## config.mk

```make
export PLATFORM = sky130hd
export DESIGN_NAME = bhfs_front
export DESIGN_NICKNAME = d
export VERILOG_FILES = /design/src/hw/rtl/bhfs_pkg.sv /design/src/hw/rtl/bhfs_front.sv
export SDC_FILE = /design/constraint.sdc
export NUM_CORES = 1
export LEC_CHECK = 0
export ABC_AREA = 1
export BUFFER_PORTS_ARGS = -buffer_cell sky130_fd_sc_hd__buf_4
export CORE_AREA = 10 10 51 53
export DETAILED_ROUTE_END_ITERATION = 10
export DIE_AREA = 0 0 61 63
export GPL_ROUTABILITY_DRIVEN = 0
export GPL_TIMING_DRIVEN = 0
export PLACE_DENSITY_LB_ADDON = 0.12
export REMOVE_ABC_BUFFERS = 1
export SLEW_MARGIN = 30
export SYNTH_ARGS = -nofsm -noshare
export SYNTH_HDL_FRONTEND = slang
export SYNTH_SLANG_ARGS = --single-unit
```

## constraint.sdc

```tcl
create_clock -name clk -period 1.15 [get_ports clk]
set_clock_uncertainty 0.15 [all_clocks]
set_input_delay 0.0575 -clock clk [delete_from_list [all_inputs] [get_ports clk]]
set_output_delay 0.0575 -clock clk [all_outputs]
set_load 0.05 [all_outputs]
```

## src/hw/rtl/bhfs_pkg.sv

```systemverilog
`timescale 1ns / 1ps
`default_nettype none
// bhfs_pkg: widths, action codes and item types of the byte histogram unit
// used by every module and interface of the block; depends on nothing

package bhfs_pkg;

  localparam int SYM_W  = 8;
  localparam int NSYM   = 1 << SYM_W;
  localparam int DIST_W = SYM_W + 1;
  localparam int CNT_W  = 32;

  typedef logic [SYM_W-1:0]  sym_t;
  typedef logic [DIST_W-1:0] dist_t;
  typedef logic [CNT_W-1:0]  cnt_t;

  typedef enum logic [1:0] {
    ACT_COUNT = 2'd0,
    ACT_READ  = 2'd1,
    ACT_CLEAR = 2'd2,
    ACT_NONE  = 2'd3
  } action_t;

  // item held between the input register and the table update
  typedef struct packed {
    logic    vld;
    action_t act;
    sym_t    sym;
    sym_t    pos;
  } item_t;

  // registered read result
  typedef struct packed {
    logic  vld;
    sym_t  sym;
    cnt_t  cnt;
    logic  ent_vld;
    dist_t dist_tot;
  } res_t;

  function automatic logic is_space(input sym_t b);
    return (b == 8'h20) || (b == 8'h09) || (b == 8'h0A) ||
           (b == 8'h0B) || (b == 8'h0C) || (b == 8'h0D);
  endfunction

endpackage

`default_nettype wire

```

## src/hw/rtl/bhfs_front.sv

```systemverilog
`timescale 1ns / 1ps
`default_nettype none
// bhfs_front: input register with action decode and whitespace filter
// depends on bhfs_pkg

module bhfs_front (
  input  wire                        clk,
  input  wire                        rst_n,
  input  wire                        advance,
  input  wire                        in_valid,
  input  wire [1:0]                  action,
  input  wire [bhfs_pkg::SYM_W-1:0]  byte_value,
  input  wire [bhfs_pkg::SYM_W-1:0]  position,
  input  wire                        skip_ws,
  output bhfs_pkg::item_t            s1_r
);

  bhfs_pkg::item_t item_nxt;

  always_comb begin
    item_nxt.vld = in_valid;
    item_nxt.act = bhfs_pkg::action_t'(action);
    item_nxt.sym = byte_value;
    item_nxt.pos = position;
    if (item_nxt.act == bhfs_pkg::ACT_NONE) begin
      item_nxt.vld = 1'b0;
    end
    // skipped whitespace leaves no trace
    if (item_nxt.act == bhfs_pkg::ACT_COUNT && skip_ws && bhfs_pkg::is_space(byte_value)) begin
      item_nxt.vld = 1'b0;
    end
  end

  always_ff @(posedge clk) begin
    if (!rst_n) begin
      s1_r.vld <= 1'b0;
    end else if (advance) begin
      s1_r.vld <= item_nxt.vld;
    end
    if (advance) begin
      s1_r.act <= item_nxt.act;
      s1_r.sym <= item_nxt.sym;
      s1_r.pos <= item_nxt.pos;
    end
  end

endmodule

`default_nettype wire

```

==> results.md <==
* Clock tree buffer depth at 2
* DP Worst Slack at 0.219 ns
* LEAKAGE at 0.557 nW
* Htree depth at 1
* Per-cell routed wire length at 14.5 um
* Min cycle time layout at 1.12 ns
* Avg Cell Area, Syn at 15.5 um2
* DR vias at 560
* Area of the multi-input gates at 90.1 um2
* DRC viols at 0
* Initial core utilization at 40.4%
* Clock root buffer: clkbuf_4
* Die span in x at 61 um
* Biggest register: s1_r
* Initial antenna violation count at 1
* Final setup fails at 0
* Setup_tns at 0 ns
* Worst Setup Start Kind: input pin
* Status: finished clean
* Measured slew at the worst slew-check pin at 0.221 ns
* RSZ-0062 raised after global routing: no
* Largest net degree at the start of global routing at 21
* Top Registers: s1_r (19)
* Yosys warns at 0
* Most common cell after layout, fill and taps aside: buf_4
* Most frequent cells in the layout: 36 x buf_4, 20 x dlygate4sd3_1, 18 x edfxtp_1
* Num ports at 42
* Classification of the worst setup path: input pin to flop
* Rel. slew slack at 85.3%
* Port Buffer Count at 41
* Post-Route WL at 1.80 mm
* Period Utilization, post-route at 97.1%
* Final ANT Viol Nets at 0
* CTS buffer count at 3
* Floorplan row count at 15
* Avg Vias per Cell at 4.52
* Power Density at 1260 nW/um2
* Fin nets at 130
* Clock tree sinks at 19
* CP Max Fanout at 2
* Height of the chip at 63 um
* Peak supply drop at 0.758 mV
* Total GRT Usage at 9.21%
* First-pass GRT wire length at 2.70 mm
* Dpl hpwl at 1.27 mm
* Max cap viols at 0
* Register bit total from synthesis at 19
* Register area share after synthesis at 84.1%
* Synth cell types at 10
* Filler cell count at 119
* Total grt overflow at 0
* Hold Fails Final Rpt at 0
* Initial DRC Count at 18
* FF+latch area at 561 um2
* Synthesized area at 667 um2
* Number of global-route vias before repair at 590
* Max reg flops at 19
* Layout Area Growth over Synthesis at 88.4%
* CP required at 1.20 ns
* Clock transition at path regs at 0.11 ns
* Share of cells above drive strength 1 at 46.2%
* CTS tree: built
* Slew Limit Fails at 0
* Core region area at 1650 um2
* Post-layout util at 76.1%
* Clock latency on the worst-skew pair at 0.29 ns
* Post-Synthesis Cells at 43
* DRT Pass-1 Iters at 4
* Critical path capture point type: flop
* Critical Path AT at 1.16 ns
* Worst min path class: input pin to flop
* Fmax at 895 MHz
* Die area at 3840 um2
* Setup slack after layout at 0.0329 ns
-- logic make-up (layout without fill, tap and decap cells) --
group / after synthesis / after routing / synth area share, %
flops: 19 / 19 / 84.1
simple gates: 13 / 13 / 7.88
buf+inv: 7 / 70 / 3.94
compound gates: 4 / 4 / 4.13
other cells: 0 / 1 / 0
-- path summary, 6_finish.rpt --
path | from | to | slack (ns) | cells after the start
min reg2reg | s1_r[18]$_SDFFE_PN0P_ | s1_r[18]$_SDFFE_PN0P_ | 0.33 | 2
min | byte_value[6] | s1_r[18]$_SDFFE_PN0P_ | 0.14 | 7
max reg2reg | s1_r[18]$_SDFFE_PN0P_ | s1_r[18]$_SDFFE_PN0P_ | 0.42 | 2
max | byte_value[4] | s1_r[18]$_SDFFE_PN0P_ | 0.03 | 7
-- final cells by class --
class                           instances  share of cell area, %
Multi-Input combinational cell         17                   7.17
Clock buffer                            3                   1.79
Tap cell                               17                   1.69
Clock inverter                          1                  0.398
Timing Repair Buffer                   59                   42.0
Antenna cell                            1                  0.199
Sequential cell                        19                   44.6
Inverter                                7                   2.09
-- metal layers --
layer,track usage [%],vias up,share of wire (%)
met3,4.47,0,10
met1,8.23,258,33
met4,3.85,0,0
met5,0,-,0
met2,16.5,27,56
li1,-,275,-
-- critical path, stage by stage --
cell and delay, ns:
dlygate4sd3_1 0.60, nor2_4 0.12, nand3_1 0.06, nor2_1 0.10, nand3_1 0.08, nand2_1 0.09
a21oi_2 0.06
-- where the power goes --
part	leakage [nW]	internal (mW)	switching [mW]
clock	0.0177	0.129	0.190
combinational	0.355	0.172	0.263
sequential	0.184	0.815	0.0133
-- Yosys cell counts --
master / number / area share [%]
nor2_1: 4 / 2.3
a21oi_1: 1 / 0.75
dfxtp_1: 1 / 3.0
nand3_1: 3 / 2.3
a21oi_2: 2 / 2.6
nand2_1: 6 / 3.4
inv_1: 5 / 2.8
o21ai_0: 1 / 0.75
inv_2: 2 / 1.1
edfxtp_1: 18 / 81
-- timing repair --
item	CTS	global route
setup buffers	0	0
setup endpoints to repair	0	1
hold buffers	21	0
gates resized for setup	0	8
endpoints found under the hold margin	29	0
-- stage by stage --
stage | instances | hold WS, ns | power (mW) | area, um2
2_1_floorplan | 43 | 0.00637 | 1.06 | 667
3_3_place_gp | 101 | 0.0862 | 1.21 | 996
3_5_place_dp | 101 | 0.0871 | 1.22 | 996
4_1_cts | 126 | 0.0909 | 1.59 | 1230
5_1_grt | 124 | 0.153 | 1.66 | 1260
6_report | 124 | 0.144 | 1.58 | 1260
No activity file was read; power rests on OpenSTA's default activity.
